--- src/hdl/at_command_suffix_parser_macros.svh ---
// Assertion macros used by the suffix parser control module.
`ifndef AT_COMMAND_SUFFIX_PARSER_MACROS_SVH
`define AT_COMMAND_SUFFIX_PARSER_MACROS_SVH

`ifndef SYNTHESIS
`define ACSP_ASSERT_IMPL(lbl, cond, consq) \
	lbl: assert property (@(posedge clk) disable iff (!arst_n) (cond) |-> (consq)) \
		else $error("acsp: assertion failed");
`define ACSP_ASSERT_NEXT(lbl, cond, consq) \
	lbl: assert property (@(posedge clk) disable iff (!arst_n) (cond) |=> (consq)) \
		else $error("acsp: assertion failed");
`else
`define ACSP_ASSERT_IMPL(lbl, cond, consq)
`define ACSP_ASSERT_NEXT(lbl, cond, consq)
`endif

`endif

--- src/hdl/acsp_pkg.sv ---
// Package for the AT command suffix parser: constants, types and helpers.
package acsp_pkg;

	localparam int MAX_TOKEN  = 32;
	localparam int MAX_PARAMS = 16;
	localparam int TOK_AW     = $clog2(MAX_TOKEN);
	localparam int TOK_LW     = $clog2(MAX_TOKEN + 1);
	localparam int CNT_W      = $clog2(MAX_PARAMS + 1);
	localparam int IDX_W      = 4;
	localparam int TDATA_W    = 24;
	localparam int ADDR_W     = 4;
	localparam int PDATA_W    = 32;

	localparam logic [7:0] CH_NUL    = 8'h00;
	localparam logic [7:0] CH_EQ     = 8'h3D;
	localparam logic [7:0] CH_QM     = 8'h3F;
	localparam logic [7:0] CH_QUOTE  = 8'h22;
	localparam logic [7:0] CH_COMMA  = 8'h2C;
	localparam logic [7:0] CH_BSLASH = 8'h5C;
	localparam logic [7:0] CH_SPACE  = 8'h20;

	typedef enum logic [2:0] {
		PH_FIRST, PH_AFTER_EQ, PH_PARAMS, PH_READ, PH_TEST, PH_BAD
	} phase_t;

	typedef enum logic [1:0] {
		CT_IDLE, CT_RD, CT_OUT, CT_REP
	} ctl_state_t;

	typedef enum logic [1:0] {
		TY_ACT = 2'd0, TY_TEST = 2'd1, TY_PARA = 2'd2, TY_READ = 2'd3
	} cmd_type_t;

	typedef enum logic [1:0] {
		ST_LOCAL = 2'd0, ST_FWD = 2'd1, ST_ERR = 2'd2
	} status_t;

	typedef enum logic [1:0] {
		RG_ALLOWED = 2'd0, RG_MIN = 2'd1, RG_MAX = 2'd2
	} reg_idx_t;

	localparam logic KIND_TOKEN  = 1'b0;
	localparam logic KIND_REPORT = 1'b1;

	typedef struct packed {
		logic [3:0] allowed_types;
		logic [3:0] min_params;
		logic [3:0] max_params;
	} cfg_t;

	typedef struct packed {
		logic              we;
		logic [TOK_AW-1:0] waddr;
		logic [7:0]        wdata;
		logic              re;
		logic [TOK_AW-1:0] raddr;
	} ram_req_t;

	function automatic status_t dispatch(input cfg_t cfg, input cmd_type_t ty,
	                                     input logic [CNT_W-1:0] cnt);
		status_t st;
		st = ST_LOCAL;
		if (!cfg.allowed_types[ty])
			st = ST_FWD;
		else if (ty == TY_PARA && (cnt < CNT_W'(cfg.min_params) ||
		                           cnt > CNT_W'(cfg.max_params)))
			st = ST_FWD;
		return st;
	endfunction

endpackage

--- src/hdl/acsp_regs.sv ---
// Configuration register file with APB-style access.
module acsp_regs (
	input  logic                          clk,
	input  logic                          arst_n,
	input  logic                          psel,
	input  logic                          penable,
	input  logic                          pwrite,
	input  logic [acsp_pkg::ADDR_W-1:0]   paddr,
	input  logic [acsp_pkg::PDATA_W-1:0]  pwdata,
	output logic [acsp_pkg::PDATA_W-1:0]  prdata,
	output logic                          pready,
	output acsp_pkg::cfg_t                cfg
);
	import acsp_pkg::*;

	cfg_t     cfg_q;
	reg_idx_t idx;
	logic     wr;

	assign pready = 1'b1;
	assign idx    = reg_idx_t'(paddr[3:2]);
	assign wr     = psel && penable && pwrite && pready;
	assign cfg    = cfg_q;

	always_ff @(posedge clk or negedge arst_n) begin
		if (!arst_n) begin
			cfg_q.allowed_types <= 4'hF;
			cfg_q.min_params    <= 4'h0;
			cfg_q.max_params    <= 4'hF;
		end else if (wr) begin
			case (idx)
				RG_ALLOWED: cfg_q.allowed_types <= pwdata[3:0];
				RG_MIN:     cfg_q.min_params    <= pwdata[3:0];
				RG_MAX:     cfg_q.max_params    <= pwdata[3:0];
				default:    ;
			endcase
		end
	end

	always_comb begin
		prdata = '0;
		case (idx)
			RG_ALLOWED: prdata = PDATA_W'(cfg_q.allowed_types);
			RG_MIN:     prdata = PDATA_W'(cfg_q.min_params);
			RG_MAX:     prdata = PDATA_W'(cfg_q.max_params);
			default:    prdata = '0;
		endcase
	end

endmodule

--- src/hdl/acsp_token_ram.sv ---
// Token byte store: one write port, one registered read port.
module acsp_token_ram (
	input  logic               clk,
	input  acsp_pkg::ram_req_t req,
	output logic [7:0]         rdata
);
	import acsp_pkg::*;

	logic [7:0] mem [MAX_TOKEN];

	always_ff @(posedge clk) begin
		if (req.we)
			mem[req.waddr] <= req.wdata;
		if (req.re)
			rdata <= mem[req.raddr];
	end

endmodule

--- src/hdl/acsp_ctrl.sv ---
// Parser control: byte decode, token flush sequencer and output register.
`include "at_command_suffix_parser_macros.svh"

module acsp_ctrl (
	input  logic                           clk,
	input  logic                           arst_n,
	input  acsp_pkg::cfg_t                 cfg,
	input  logic                           s_tvalid,
	output logic                           s_tready,
	input  logic [7:0]                     s_tdata,
	output logic                           m_tvalid,
	input  logic                           m_tready,
	output logic [acsp_pkg::TDATA_W-1:0]   m_tdata,
	output logic [0:0]                     m_tuser,
	output logic                           m_tlast,
	output acsp_pkg::ram_req_t             ram_req,
	input  logic [7:0]                     ram_rdata
);
	import acsp_pkg::*;

	ctl_state_t        state_q, state_n;
	phase_t            ph_q, ph_n;
	logic              ins_q, ins_n;
	logic              esc_q, esc_n;
	logic              err_q, err_n;
	logic [TOK_LW-1:0] len_q, len_n;
	logic [CNT_W-1:0]  cnt_q, cnt_n;

	// flush and report bookkeeping
	logic [TOK_LW-1:0] flen_q;
	logic [TOK_AW-1:0] ctr_q;
	logic [IDX_W-1:0]  fidx_q;
	logic              rep_pend_q;
	cmd_type_t         rep_type_q;
	logic [CNT_W-1:0]  rep_total_q;
	status_t           rep_st_q;

	// output register
	logic              ovalid_q;
	logic              okind_q;
	logic [7:0]        obyte_q;
	logic [IDX_W-1:0]  oidx_q;
	logic              oend_q;
	cmd_type_t         otype_q;
	logic [CNT_W-1:0]  ototal_q;
	status_t           ost_q;
	logic              olast_q;

	logic              acc, out_free, last_byte;
	logic              pb, app, fl, rep, esc_hit, err_f;
	logic [CNT_W-1:0]  cnt_f;
	cmd_type_t         rep_type;
	logic [CNT_W-1:0]  rep_total;
	status_t           rep_st;
	logic              ld_tok, ld_rep;
	logic [7:0]        c;

	assign c         = s_tdata;
	assign s_tready  = (state_q == CT_IDLE);
	assign acc       = s_tvalid && s_tready;
	assign out_free  = !ovalid_q || m_tready;
	assign last_byte = (TOK_LW'(ctr_q) + TOK_LW'(1)) == flen_q;

	// byte decode
	always_comb begin
		ph_n      = ph_q;
		ins_n     = ins_q;
		esc_n     = esc_q;
		err_n     = err_q;
		len_n     = len_q;
		cnt_n     = cnt_q;
		pb        = 1'b0;
		app       = 1'b0;
		fl        = 1'b0;
		rep       = 1'b0;
		esc_hit   = 1'b0;
		err_f     = 1'b0;
		cnt_f     = cnt_q;
		rep_type  = TY_ACT;
		rep_total = '0;
		rep_st    = ST_LOCAL;

		case (ph_q)
			PH_AFTER_EQ: begin
				if (c == CH_QM) begin
					ph_n = PH_TEST;
				end else begin
					ph_n = PH_PARAMS;
					pb   = 1'b1;
				end
			end
			PH_PARAMS: pb = 1'b1;
			PH_READ: begin
				if (c == CH_NUL) begin
					rep      = 1'b1;
					rep_type = TY_READ;
					rep_st   = dispatch(cfg, TY_READ, '0);
				end
			end
			PH_TEST: begin
				if (c == CH_NUL) begin
					rep      = 1'b1;
					rep_type = TY_TEST;
					rep_st   = dispatch(cfg, TY_TEST, '0);
				end
			end
			PH_BAD: begin
				if (c == CH_NUL) begin
					rep    = 1'b1;
					rep_st = ST_ERR;
				end
			end
			default: begin
				if (c == CH_NUL) begin
					rep    = 1'b1;
					rep_st = dispatch(cfg, TY_ACT, '0);
				end else if (c == CH_EQ) begin
					ph_n = PH_AFTER_EQ;
				end else if (c == CH_QM) begin
					ph_n = PH_READ;
				end else begin
					ph_n = PH_BAD;
				end
			end
		endcase

		if (pb) begin
			if (err_q) begin
				if (c == CH_NUL) begin
					rep       = 1'b1;
					rep_type  = TY_PARA;
					rep_total = cnt_q;
					rep_st    = ST_ERR;
				end
			end else begin
				esc_hit = esc_q && (c == CH_QUOTE);
				if (esc_q)
					esc_n = 1'b0;
				if (esc_hit) begin
					app = 1'b1;
				end else if (c == CH_QUOTE && !ins_q) begin
					len_n = '0;
					ins_n = 1'b1;
				end else if (c == CH_QUOTE || c == CH_NUL || (c == CH_COMMA && !ins_q)) begin
					if (c == CH_QUOTE)
						ins_n = 1'b0;
					if (len_q != '0) begin
						if (cnt_q >= CNT_W'(MAX_PARAMS)) begin
							err_f = 1'b1;
						end else begin
							fl    = 1'b1;
							cnt_f = cnt_q + CNT_W'(1);
						end
					end
					len_n = '0;
					cnt_n = cnt_f;
					err_n = err_f;
					if (c == CH_NUL) begin
						rep       = 1'b1;
						rep_type  = TY_PARA;
						rep_total = cnt_f;
						rep_st    = (err_f || ins_q) ? ST_ERR : dispatch(cfg, TY_PARA, cnt_f);
					end
				end else if (c == CH_BSLASH && ins_q) begin
					esc_n = 1'b1;
					app   = 1'b1;
				end else if (c == CH_SPACE && !ins_q && len_q == '0) begin
					app = 1'b0;
				end else begin
					app = 1'b1;
				end
			end
		end

		if (app && len_q < TOK_LW'(MAX_TOKEN))
			len_n = len_q + TOK_LW'(1);

		if (rep) begin
			ph_n  = PH_FIRST;
			ins_n = 1'b0;
			esc_n = 1'b0;
			err_n = 1'b0;
			len_n = '0;
			cnt_n = '0;
		end
	end

	// store port: appends only in idle, reads only while flushing
	always_comb begin
		ram_req.we    = acc && app && (len_q < TOK_LW'(MAX_TOKEN));
		ram_req.waddr = len_q[TOK_AW-1:0];
		ram_req.wdata = c;
		ram_req.re    = (state_q == CT_RD);
		ram_req.raddr = ctr_q;
	end

	// sequencer
	always_comb begin
		state_n = state_q;
		ld_tok  = 1'b0;
		ld_rep  = 1'b0;
		case (state_q)
			CT_IDLE: begin
				if (acc) begin
					if (fl)
						state_n = CT_RD;
					else if (rep)
						state_n = CT_REP;
				end
			end
			CT_RD: state_n = CT_OUT;
			CT_OUT: begin
				if (out_free) begin
					ld_tok = 1'b1;
					if (!last_byte)
						state_n = CT_RD;
					else if (rep_pend_q)
						state_n = CT_REP;
					else
						state_n = CT_IDLE;
				end
			end
			CT_REP: begin
				if (out_free) begin
					ld_rep  = 1'b1;
					state_n = CT_IDLE;
				end
			end
			default: state_n = CT_IDLE;
		endcase
	end

	always_ff @(posedge clk or negedge arst_n) begin
		if (!arst_n)
			state_q <= CT_IDLE;
		else
			state_q <= state_n;
	end

	always_ff @(posedge clk or negedge arst_n) begin
		if (!arst_n) begin
			ph_q       <= PH_FIRST;
			ins_q      <= 1'b0;
			esc_q      <= 1'b0;
			err_q      <= 1'b0;
			len_q      <= '0;
			cnt_q      <= '0;
			rep_pend_q <= 1'b0;
			ctr_q      <= '0;
			ovalid_q   <= 1'b0;
		end else begin
			if (acc) begin
				ph_q       <= ph_n;
				ins_q      <= ins_n;
				esc_q      <= esc_n;
				err_q      <= err_n;
				len_q      <= len_n;
				cnt_q      <= cnt_n;
				rep_pend_q <= rep;
				ctr_q      <= '0;
			end else if (ld_tok) begin
				ctr_q <= ctr_q + TOK_AW'(1);
			end
			if (ld_tok || ld_rep)
				ovalid_q <= 1'b1;
			else if (m_tready)
				ovalid_q <= 1'b0;
		end
	end

	always_ff @(posedge clk) begin
		if (acc) begin
			flen_q      <= len_q;
			fidx_q      <= cnt_q[IDX_W-1:0];
			rep_type_q  <= rep_type;
			rep_total_q <= rep_total;
			rep_st_q    <= rep_st;
		end
		if (ld_tok) begin
			okind_q  <= KIND_TOKEN;
			obyte_q  <= ram_rdata;
			oidx_q   <= fidx_q;
			oend_q   <= last_byte;
			otype_q  <= TY_ACT;
			ototal_q <= '0;
			ost_q    <= ST_LOCAL;
			olast_q  <= last_byte && !rep_pend_q;
		end else if (ld_rep) begin
			okind_q  <= KIND_REPORT;
			obyte_q  <= '0;
			oidx_q   <= '0;
			oend_q   <= 1'b0;
			otype_q  <= rep_type_q;
			ototal_q <= rep_total_q;
			ost_q    <= rep_st_q;
			olast_q  <= 1'b1;
		end
	end

	assign m_tvalid = ovalid_q;
	assign m_tuser  = okind_q;
	assign m_tlast  = olast_q;
	assign m_tdata  = TDATA_W'({ost_q, ototal_q, otype_q, oend_q, oidx_q, obyte_q});

	`ACSP_ASSERT_IMPL(a_len_bound, 1'b1, len_q <= TOK_LW'(MAX_TOKEN))
	`ACSP_ASSERT_IMPL(a_cnt_bound, 1'b1, cnt_q <= CNT_W'(MAX_PARAMS))
	`ACSP_ASSERT_IMPL(a_flush_in_range, state_q == CT_OUT, TOK_LW'(ctr_q) < flen_q)
	`ACSP_ASSERT_NEXT(a_rep_follows, ld_tok && last_byte && rep_pend_q, state_q == CT_REP)
	`ACSP_ASSERT_IMPL(a_no_write_in_flush, state_q != CT_IDLE, !ram_req.we)

endmodule

--- src/hdl/at_command_suffix_parser.sv ---
// AT command suffix parser top level.
// Takes the suffix of an AT command one byte per transaction and returns token bytes and a
// final report on the master stream. A byte that closes neither a token nor a command keeps
// the input ready; one that closes a token holds it while the flush sequencer reads the
// token store once per byte, each read passing the registered read port (CT_RD) before its
// data reaches the output register (CT_OUT); one that closes a command holds it while the
// report passes CT_REP; output back-pressure lengthens it. Registers: byte addresses 0, 4, 8.
module at_command_suffix_parser (
	input  logic                          clk,
	input  logic                          arst_n,
	input  logic                          psel,
	input  logic                          penable,
	input  logic                          pwrite,
	input  logic [acsp_pkg::ADDR_W-1:0]   paddr,
	input  logic [acsp_pkg::PDATA_W-1:0]  pwdata,
	output logic [acsp_pkg::PDATA_W-1:0]  prdata,
	output logic                          pready,
	input  logic                          s_tvalid,
	output logic                          s_tready,
	input  logic [7:0]                    s_tdata,   // [7:0] text_byte
	output logic                          m_tvalid,
	input  logic                          m_tready,
	// [7:0] token_byte, [11:8] param_index, [12] token_end, [14:13] command_type,
	// [19:15] param_total, [21:20] dispatch_status, [23:22] zero
	output logic [acsp_pkg::TDATA_W-1:0]  m_tdata,
	output logic [0:0]                    m_tuser,   // [0] result_kind
	output logic                          m_tlast    // run_last
);
	import acsp_pkg::*;

	cfg_t       cfg;
	ram_req_t   ram_req;
	logic [7:0] ram_rdata;

	acsp_regs u_regs (
		.clk     (clk),
		.arst_n  (arst_n),
		.psel    (psel),
		.penable (penable),
		.pwrite  (pwrite),
		.paddr   (paddr),
		.pwdata  (pwdata),
		.prdata  (prdata),
		.pready  (pready),
		.cfg     (cfg)
	);

	acsp_token_ram u_ram (
		.clk   (clk),
		.req   (ram_req),
		.rdata (ram_rdata)
	);

	acsp_ctrl u_ctrl (
		.clk       (clk),
		.arst_n    (arst_n),
		.cfg       (cfg),
		.s_tvalid  (s_tvalid),
		.s_tready  (s_tready),
		.s_tdata   (s_tdata),
		.m_tvalid  (m_tvalid),
		.m_tready  (m_tready),
		.m_tdata   (m_tdata),
		.m_tuser   (m_tuser),
		.m_tlast   (m_tlast),
		.ram_req   (ram_req),
		.ram_rdata (ram_rdata)
	);

endmodule

--- config.mk ---
export PLATFORM = sky130hd
export DESIGN_NAME = at_command_suffix_parser
export DESIGN_NICKNAME = d
export VERILOG_FILES = /design/src/hdl/acsp_pkg.sv /design/src/hdl/acsp_regs.sv /design/src/hdl/acsp_token_ram.sv /design/src/hdl/acsp_ctrl.sv /design/src/hdl/at_command_suffix_parser.sv
export VERILOG_INCLUDE_DIRS = /design/src /design/src/hdl
export SDC_FILE = /design/constraint.sdc
export NUM_CORES = 1
export LEC_CHECK = 0
export ABC_AREA = 1
export BUFFER_PORTS_ARGS = -buffer_cell sky130_fd_sc_hd__clkbuf_2
export CELL_PAD_IN_SITES_DETAIL_PLACEMENT = 0
export CELL_PAD_IN_SITES_GLOBAL_PLACEMENT = 2
export CORE_MARGIN = 10
export CORE_UTILIZATION = 41
export CTS_CLUSTER_DIAMETER = 200
export CTS_CLUSTER_SIZE = 10
export DETAILED_ROUTE_END_ITERATION = 8
export PLACE_DENSITY_LB_ADDON = 0.1
export REMOVE_ABC_BUFFERS = 1
export SLEW_MARGIN = 20
export SYNTH_ARGS = -nofsm -noshare
export SYNTH_HDL_FRONTEND = slang
export SYNTH_SLANG_ARGS = --single-unit
--- constraint.sdc ---
create_clock -name clk -period 2.75 [get_ports clk]
set_input_delay 0.4125 -clock clk [delete_from_list [all_inputs] [get_ports clk]]
set_output_delay 0.4125 -clock clk [all_outputs]
set_load 0.03 [all_outputs]
==> flow_metrics.env, run 1 <==
export IMPL_drcViolationCount=0
export IMPL_relSlewSlack_pct=42.8
export IMPL_worst_path_buf_inv=2
export IMPL_viasPerCell=5.26
export IMPL_synthesis_area_um2=14900
export IMPL_p_int_w=0.0103
export IMPL_hold_viol_final=0
export IMPL_layout_setup_ws_ns=0.310
export IMPL_cts_tree="built"
export IMPL_finalSetupViolCount=0
export IMPL_reg2reg_from="u_ctrl.len_q[0]"
export IMPL_worstMarginPinSlew_ns=0.856
export IMPL_worst_r2r_setup_slack_ns=0.31
export IMPL_slew_violations=0
export IMPL_start_util_pct=41.7
export IMPL_status="completed"
export IMPL_ys_types=52
export IMPL_path_class="reg -> reg"
export IMPL_clockBufferDepth=3
export IMPL_grt_max_degree=53
export IMPL_drt_iter0_drc=853
export IMPL_cp_cell_sequence="inv_1, ha_1, nand3_2, nand2_1, inv_1, nand4_1, xnor2_2, ha_1, a21oi_1, nand2_1, a21oi_1, nand2_1, nand3_1, nand2_1"
export IMPL_final_cell_mix="297 x edfxtp_1, 183 x nand2_1, 175 x nor2_1"
export IMPL_power_density_nw_per_um2=924
export IMPL_io_buffers=50
export IMPL_dr_total_vias=9886
export IMPL_ir_worst_vdd_mv=0.545
export IMPL_finish_net_count=1465
export IMPL_cts_num_sinks=345
export IMPL_seq_area_frac_synth_pct=67.6
export IMPL_cts_root_buf="clkbuf_16"
export IMPL_path_max_fanout=4
export IMPL_grt_overflow=0
export IMPL_p_sw_w=0.00559
export IMPL_crit_family="simple AND/OR/NAND/NOR gates"
export IMPL_dp_slack_ns=0.255
export IMPL_min_path_cells=3
export IMPL_dieWidth_um=211
export IMPL_core_region_area_um2=35700
export IMPL_cp_arrival_ns=2.71
export IMPL_drive_above_1_share_pct=17.1
export IMPL_antenna_found_initial=0
export IMPL_crit_path_frequent_cell="nand2_1"
export IMPL_antenna_cells=0
export IMPL_min_from="pwdata[1]"
export IMPL_hold_path_end="u_regs.cfg[1]"
export IMPL_final_common_cell="edfxtp_1"
export IMPL_fp_dieH_um=211
export IMPL_area_growth_syn_to_layout_pct=15.3
export IMPL_min_period_ns=2.44
export IMPL_rsz0062_at_grt="no"
export IMPL_dieArea_um2=44400
export IMPL_path_clk_slew_ns=0.07
export IMPL_ant_nets=0
export IMPL_synthCells=1278
export IMPL_p_seq_share_pct=40.0
export IMPL_power_share_switching_pct=35.2
export IMPL_hp_class="in -> reg"
export IMPL_cp_start_kind="register"
export IMPL_io_pins=112
export IMPL_max_freq_mhz=410
export IMPL_yosysWarnings=0
export IMPL_leakage_nw=6.49
export IMPL_cp_data_required_time_ns=3.02
export IMPL_crit_path_start="u_ctrl.len_q[0]"
export IMPL_gr_usage_all_layers_pct=18.1
export IMPL_p_clk_share_pct=29.6
export IMPL_post_route_period_util_pct=88.7
export IMPL_hpwlAfterDp_mm=27.0
export IMPL_drv_cap=0
export IMPL_gp_congestion=0.798
export IMPL_r2r_end="u_ctrl.rep_st_q[0]"
export IMPL_htree_levels=2
export IMPL_insertion_delay_ns=0.54
export IMPL_syn_area_per_cell_um2=11.7
export IMPL_timing_clock_skew_ns=0.0301
export IMPL_p_comb_share_pct=30.4
export IMPL_slowest_delay_ns=0.34
export IMPL_cts_buffers=40
export IMPL_grt_pass1_wl_mm=60.9
export IMPL_end_kind="register"
export IMPL_routed_wl_mm=40.5
export IMPL_ys_ff_latch=345
export IMPL_routedWlPerCell_um=21.6
export IMPL_grt_pass1_vias=9676
export IMPL_cts_setup_buffers=0
export IMPL_power_w=0.0159
export IMPL_reg2regPathDepth=14
export IMPL_rows=69
export IMPL_dr_pass1_iters=5
export IMPL_fin_setup_tns_ns=0
export IMPL_slowest_stage="dfrtp_1"
## through the flow
stage	utilization, %	instances	area [µm²]	hold WS (ns)
floorplan	-	1221	14500	0.117
global placement	44.9	1818	16100	0.450
detailed placement	44.9	1818	16100	0.456
CTS	48.1	1878	17200	0.0996
global route	48.1	1878	17200	0.127
finish	48.1	1878	17200	0.111
## synth_stat cells (all sizes together)
cell type | n | area [µm²]
inv | 77 | 289
a2111oi | 1 | 8.76
a22oi | 1 | 7.51
dfxtp | 10 | 200
nand3b | 8 | 60.1
xor2 | 2 | 17.5
a21o | 11 | 82.6
buf | 58 | 375
o31ai | 1 | 12.5
nor3 | 5 | 36.3
nand3 | 38 | 245
nand2 | 201 | 858
ha | 14 | 175
a22o | 7 | 61.3
clkinv | 2 | 12.5
o21ai | 146 | 742
xnor2 | 2 | 17.5
a32oi | 1 | 8.76
and3 | 1 | 6.26
conb | 2 | 7.51
nand4 | 13 | 96.3
dfrtp | 30 | 751
a21oi | 47 | 246
or2 | 2 | 12.5
a31oi | 1 | 21.3
o22ai | 49 | 307
nor2 | 183 | 736
o221ai | 28 | 245
clkbuf | 28 | 105
nor4 | 1 | 6.26
o211ai | 3 | 22.5
dfstp | 8 | 210
edfxtp | 297 | 8920
## final cells by class
| class | count | area, µm² |
|---|---|---|
| Clock buffer | 56 | 1080 |
| Tap cell | 461 | 577 |
| Sequential cell | 345 | 10100 |
| Inverter | 79 | 302 |
| Timing Repair Buffer | 137 | 956 |
| Fill cell | 3280 | 18600 |
| Multi-Input combinational cell | 797 | 4160 |
| Clock inverter | 3 | 25.0 |
## metal layers
metal  routed length (µm)  GRT usage [%]  up-vias
li1                     -              -     4742
met1                18900           25.9     4827
met2                18400           27.9      264
met3                 2430           3.26       53
met4                  689           4.60        0
met5                    0              0        -
## flip-flops by register name (all words and copies together), names as in the netlist, 2 cells and up
signal / count
u_ctrl.rep_total_q: 5
u_ram.rdata: 8
u_ctrl.len_q: 6
u_ctrl.otype_q: 2
u_ctrl.rep_type_q: 2
u_ctrl.state_q: 2
u_ctrl.ost_q: 2
u_ctrl.oidx_q: 4
u_ctrl.fidx_q: 4
u_ctrl.cnt_q: 5
u_ram.mem: 256
u_ctrl.flen_q: 6
u_ctrl.ctr_q: 5
u_regs.cfg: 12
u_ctrl.rep_st_q: 2
u_ctrl.ph_q: 3
u_ctrl.ototal_q: 5
u_ctrl.obyte_q: 8
## cells by family (layout without fill, tap and decap cells)
| logic type | count (synthesis) | count (layout) | share of synthesized area (%) |
|---|---|---|---|
| AOI/OAI and AO/OA | 296 | 296 | 11.8 |
| other | 2 | 31 | 0.0504 |
| buffers and inverters | 165 | 275 | 5.25 |
| adders and majority gates | 14 | 14 | 1.18 |
| DFF | 345 | 345 | 67.6 |
| xor gates and xnor gates | 4 | 4 | 0.235 |
| and+or+nand+nor | 452 | 452 | 13.8 |
## worst register-to-register path, delay by kind of cell (launching register included)
family	cells	cell delay, ns
buffers and inverters	2	0.17
and+or+nand+nor	7	0.56
adders and majority gates	2	0.54
AOI/OAI and AO/OA	2	0.28
DFF	1	0.34
xor gates and xnor gates	1	0.26
## power by group through the flow
| stage | Combinational, W | Clock, W | Sequential [W] |
|---|---|---|---|
| 2_1_floorplan | 0.00236 | 0 | 0.00688 |
| 3_3_place_gp | 0.00484 | 0 | 0.00645 |
| 3_5_place_dp | 0.00485 | 0 | 0.00645 |
| 4_1_cts | 0.00486 | 0.00481 | 0.00635 |
| 5_1_grt | 0.00533 | 0.00505 | 0.00638 |
| 6_report | 0.00483 | 0.00470 | 0.00635 |
## how the worst max path moves through the flow
stage | endpoint | slack [ns] | depth (start not counted)
final | u_ctrl.rep_st_q[0] | 0.31 | 14
after CTS | u_ctrl.rep_st_q[0] | 0.22 | 14
after detailed placement | u_ctrl.rep_st_q[0] | 0.26 | 14
after floorplan | u_ram.rdata[0] | -1.46 | 7
after global routing | u_ctrl.rep_st_q[0] | 0.08 | 14
after global placement | u_ctrl.rep_st_q[0] | 0.21 | 14
## what timing repair did
action,CTS,global route
gates resized for setup,0,1
endpoints found under the setup margin,0,1
endpoints found under the hold margin,19,0
hold buffers,1,0
Power figures use the tool's default switching activity.
==> inputs of run 2 (changes only) <==
--- a/config.mk
+++ b/config.mk
@@ -7,14 +7,14 @@
 export NUM_CORES = 1
 export LEC_CHECK = 0
 export ABC_AREA = 1
-export BUFFER_PORTS_ARGS = -buffer_cell sky130_fd_sc_hd__clkbuf_2
 export CELL_PAD_IN_SITES_DETAIL_PLACEMENT = 0
 export CELL_PAD_IN_SITES_GLOBAL_PLACEMENT = 2
 export CORE_MARGIN = 10
-export CORE_UTILIZATION = 41
+export CORE_UTILIZATION = 43
 export CTS_CLUSTER_DIAMETER = 200
 export CTS_CLUSTER_SIZE = 10
 export DETAILED_ROUTE_END_ITERATION = 8
+export DONT_BUFFER_PORTS = 1
 export PLACE_DENSITY_LB_ADDON = 0.1
 export REMOVE_ABC_BUFFERS = 1
 export SLEW_MARGIN = 20
==> run 2 against run 1 <==
- clock skew fell by 0.010 ns
- core utilization rose by 1.5 points
- register-to-register slack got worse by 0.11 ns
- die area fell by 4.2%
- sequential power rose by 5.4%
- largest power group unchanged
- power fell by 0.98%
- maximum frequency fell by 4.4%
- clock power barely moved
- critical path depth did not move
- critical path type unchanged
==> flow_metrics.env, run 2 (synthesized netlist as in run 1, its figures left out) <==
export IMPL_clockBufferDepth=3
export IMPL_drive_above_1_share_pct=13.4
export IMPL_final_common_cell="edfxtp_1"
export IMPL_hold_viol_final=0
export IMPL_io_buffers=0
export IMPL_rsz0062_at_grt="no"
export IMPL_p_sw_w=0.00541
export IMPL_final_cell_mix="297 x edfxtp_1, 183 x nand2_1, 174 x nor2_1"
export IMPL_largest_register_ffs=256
export IMPL_max_freq_mhz=392
export IMPL_grt_max_degree=56
export IMPL_gp_congestion=0.796
export IMPL_dieWidth_um=206
export IMPL_max_flop_register="u_ram.mem"
export IMPL_p_int_w=0.0103
export IMPL_area_growth_syn_to_layout_pct=14.3
export IMPL_routed_wl_mm=39.4
export IMPL_leakage_nw=6.29
export IMPL_drv_cap=0
export IMPL_ant_nets=0
export IMPL_cp_data_required_time_ns=3.04
export IMPL_start_util_pct=43.4
export IMPL_fin_util_pct=49.5
export IMPL_routedWlPerCell_um=21.7
export IMPL_end_kind="register"
export IMPL_p_seq_share_pct=42.5
export IMPL_path_class="reg -> reg"
export IMPL_antenna_cells=0
export IMPL_numPlacedInstances=1742
export IMPL_core_region_area_um2=34400
export IMPL_cts_root_buf="clkbuf_16"
export IMPL_dieArea_um2=42500
export IMPL_status="completed"
export IMPL_antenna_found_initial=0
export IMPL_multi_input_area_um2=4150
export IMPL_worstMarginPinSlew_ns=0.812
export IMPL_power_share_switching_pct=34.4
export IMPL_hp_class="in -> reg"
export IMPL_path_max_fanout=5
export IMPL_hold_worst_slack_ns=0.0581
export IMPL_timing_clock_skew_ns=0.0201
export IMPL_cts_num_sinks=345
export IMPL_fp_dieH_um=206
export IMPL_stdcell_count=1811
export IMPL_hpwlAfterDp_mm=24.7
export IMPL_post_route_period_util_pct=92.8
export IMPL_dr_total_vias=9576
export IMPL_cts_buffers=40
export IMPL_cts_setup_buffers=0
export IMPL_viasPerCell=5.29
export IMPL_relSlewSlack_pct=45.8
export IMPL_insertion_delay_ns=0.53
export IMPL_slew_violations=0
export IMPL_drt_iter0_drc=672
export IMPL_cp_start_kind="register"
export IMPL_gr_usage_all_layers_pct=18.5
export IMPL_finish_net_count=1404
export IMPL_p_clk_share_pct=30.1
export IMPL_dr_pass1_iters=4
export IMPL_path_clk_slew_ns=0.06
export IMPL_rows=68
export IMPL_dp_slack_ns=0.218
export IMPL_layout_setup_ws_ns=0.198
export IMPL_placed_cell_area_um2=15700
export IMPL_p_comb_share_pct=27.4
export IMPL_nFillCells=3102
export IMPL_power_density_nw_per_um2=923
export IMPL_seqCellArea_um2=10100
export IMPL_io_pins=112
export IMPL_cp_arrival_ns=2.84
export IMPL_htree_levels=2
export IMPL_grt_pass1_vias=9433
export IMPL_grt_pass1_wl_mm=58.7
export IMPL_min_period_ns=2.55
export IMPL_ir_worst_vdd_mv=0.515
export IMPL_finalSetupViolCount=0
export IMPL_cts_tree="built"
export IMPL_grt_overflow=0
export IMPL_design_area_um2=17000
export IMPL_drcViolationCount=0
==> run 2: power groups by stage <==
| stage | combinational, W | sequential, W | clock [W] |
|---|---|---|---|
| floorplan | 0.00236 | 0.00688 | 0 |
| global placement | 0.00421 | 0.00681 | 0 |
| detailed placement | 0.00423 | 0.00680 | 0 |
| CTS | 0.00435 | 0.00670 | 0.00483 |
| global route | 0.00474 | 0.00673 | 0.00505 |
| finish | 0.00431 | 0.00669 | 0.00473 |
==> run 2: metal layers <==
metal	routed length, µm	track usage, %
met5	0	0
met4	774	4.95
met2	18400	29.5
met3	1870	2.84
met1	18300	25.8
==> run 2: final timing paths <==
check | from | endpoint | slack [ns] | depth (start not counted)
min in group asynchronous | arst_n | u_ctrl.state_q[1] | 0.43 | 2
max reg2reg | u_ctrl.len_q[0] | u_ctrl.rep_st_q[0] | 0.20 | 14
max in group asynchronous | arst_n | u_regs.cfg[2] | 2.05 | 2
min reg2reg | u_ctrl.rep_st_q[1] | u_ctrl.ost_q[1] | 0.48 | 1
max | u_ctrl.len_q[0] | u_ctrl.rep_st_q[0] | 0.20 | 14
min | pwdata[1] | u_regs.cfg[1] | 0.06 | 2
==> run 2: final cells by class <==
cell class	count	share of cell area, %
multi-input cells	797	24.4
inverters	79	1.77
well taps	455	3.34
clock buffers	57	6.50
repair buffers	76	4.66
flip-flops and latches	345	59.2
clock inverters	2	0.140
==> run 2: metrics by stage <==
| step | power [W] | setup TNS (ns) |
|---|---|---|
| CTS | 0.0159 | 0 |
| floorplan | 0.00924 | -16.83 |
| global placement | 0.0110 | 0 |
| global route | 0.0165 | 0 |
| detailed placement | 0.0110 | 0 |
| finish | 0.0157 | 0 |
==> run 2: what timing repair did <==
| action | CTS | global route |
|---|---|---|
| endpoints found under the hold margin | 294 | 0 |
| resized for setup | 0 | 0 |
| hold buffers | 10 | 0 |
==> run 2: critical path, stage by stage, from the launching register on <==
cell      delay [ns]
dfrtp_1         0.34
inv_1           0.08
ha_1            0.23
nand3_2         0.14
nand2_1         0.10
inv_1           0.10
nand2_1         0.07
xnor2_1         0.41
ha_1            0.34
o211ai_1        0.09
nand2_1         0.06
a21oi_1         0.15
nand2_1         0.07
nand3_1         0.06
nand2_1         0.05
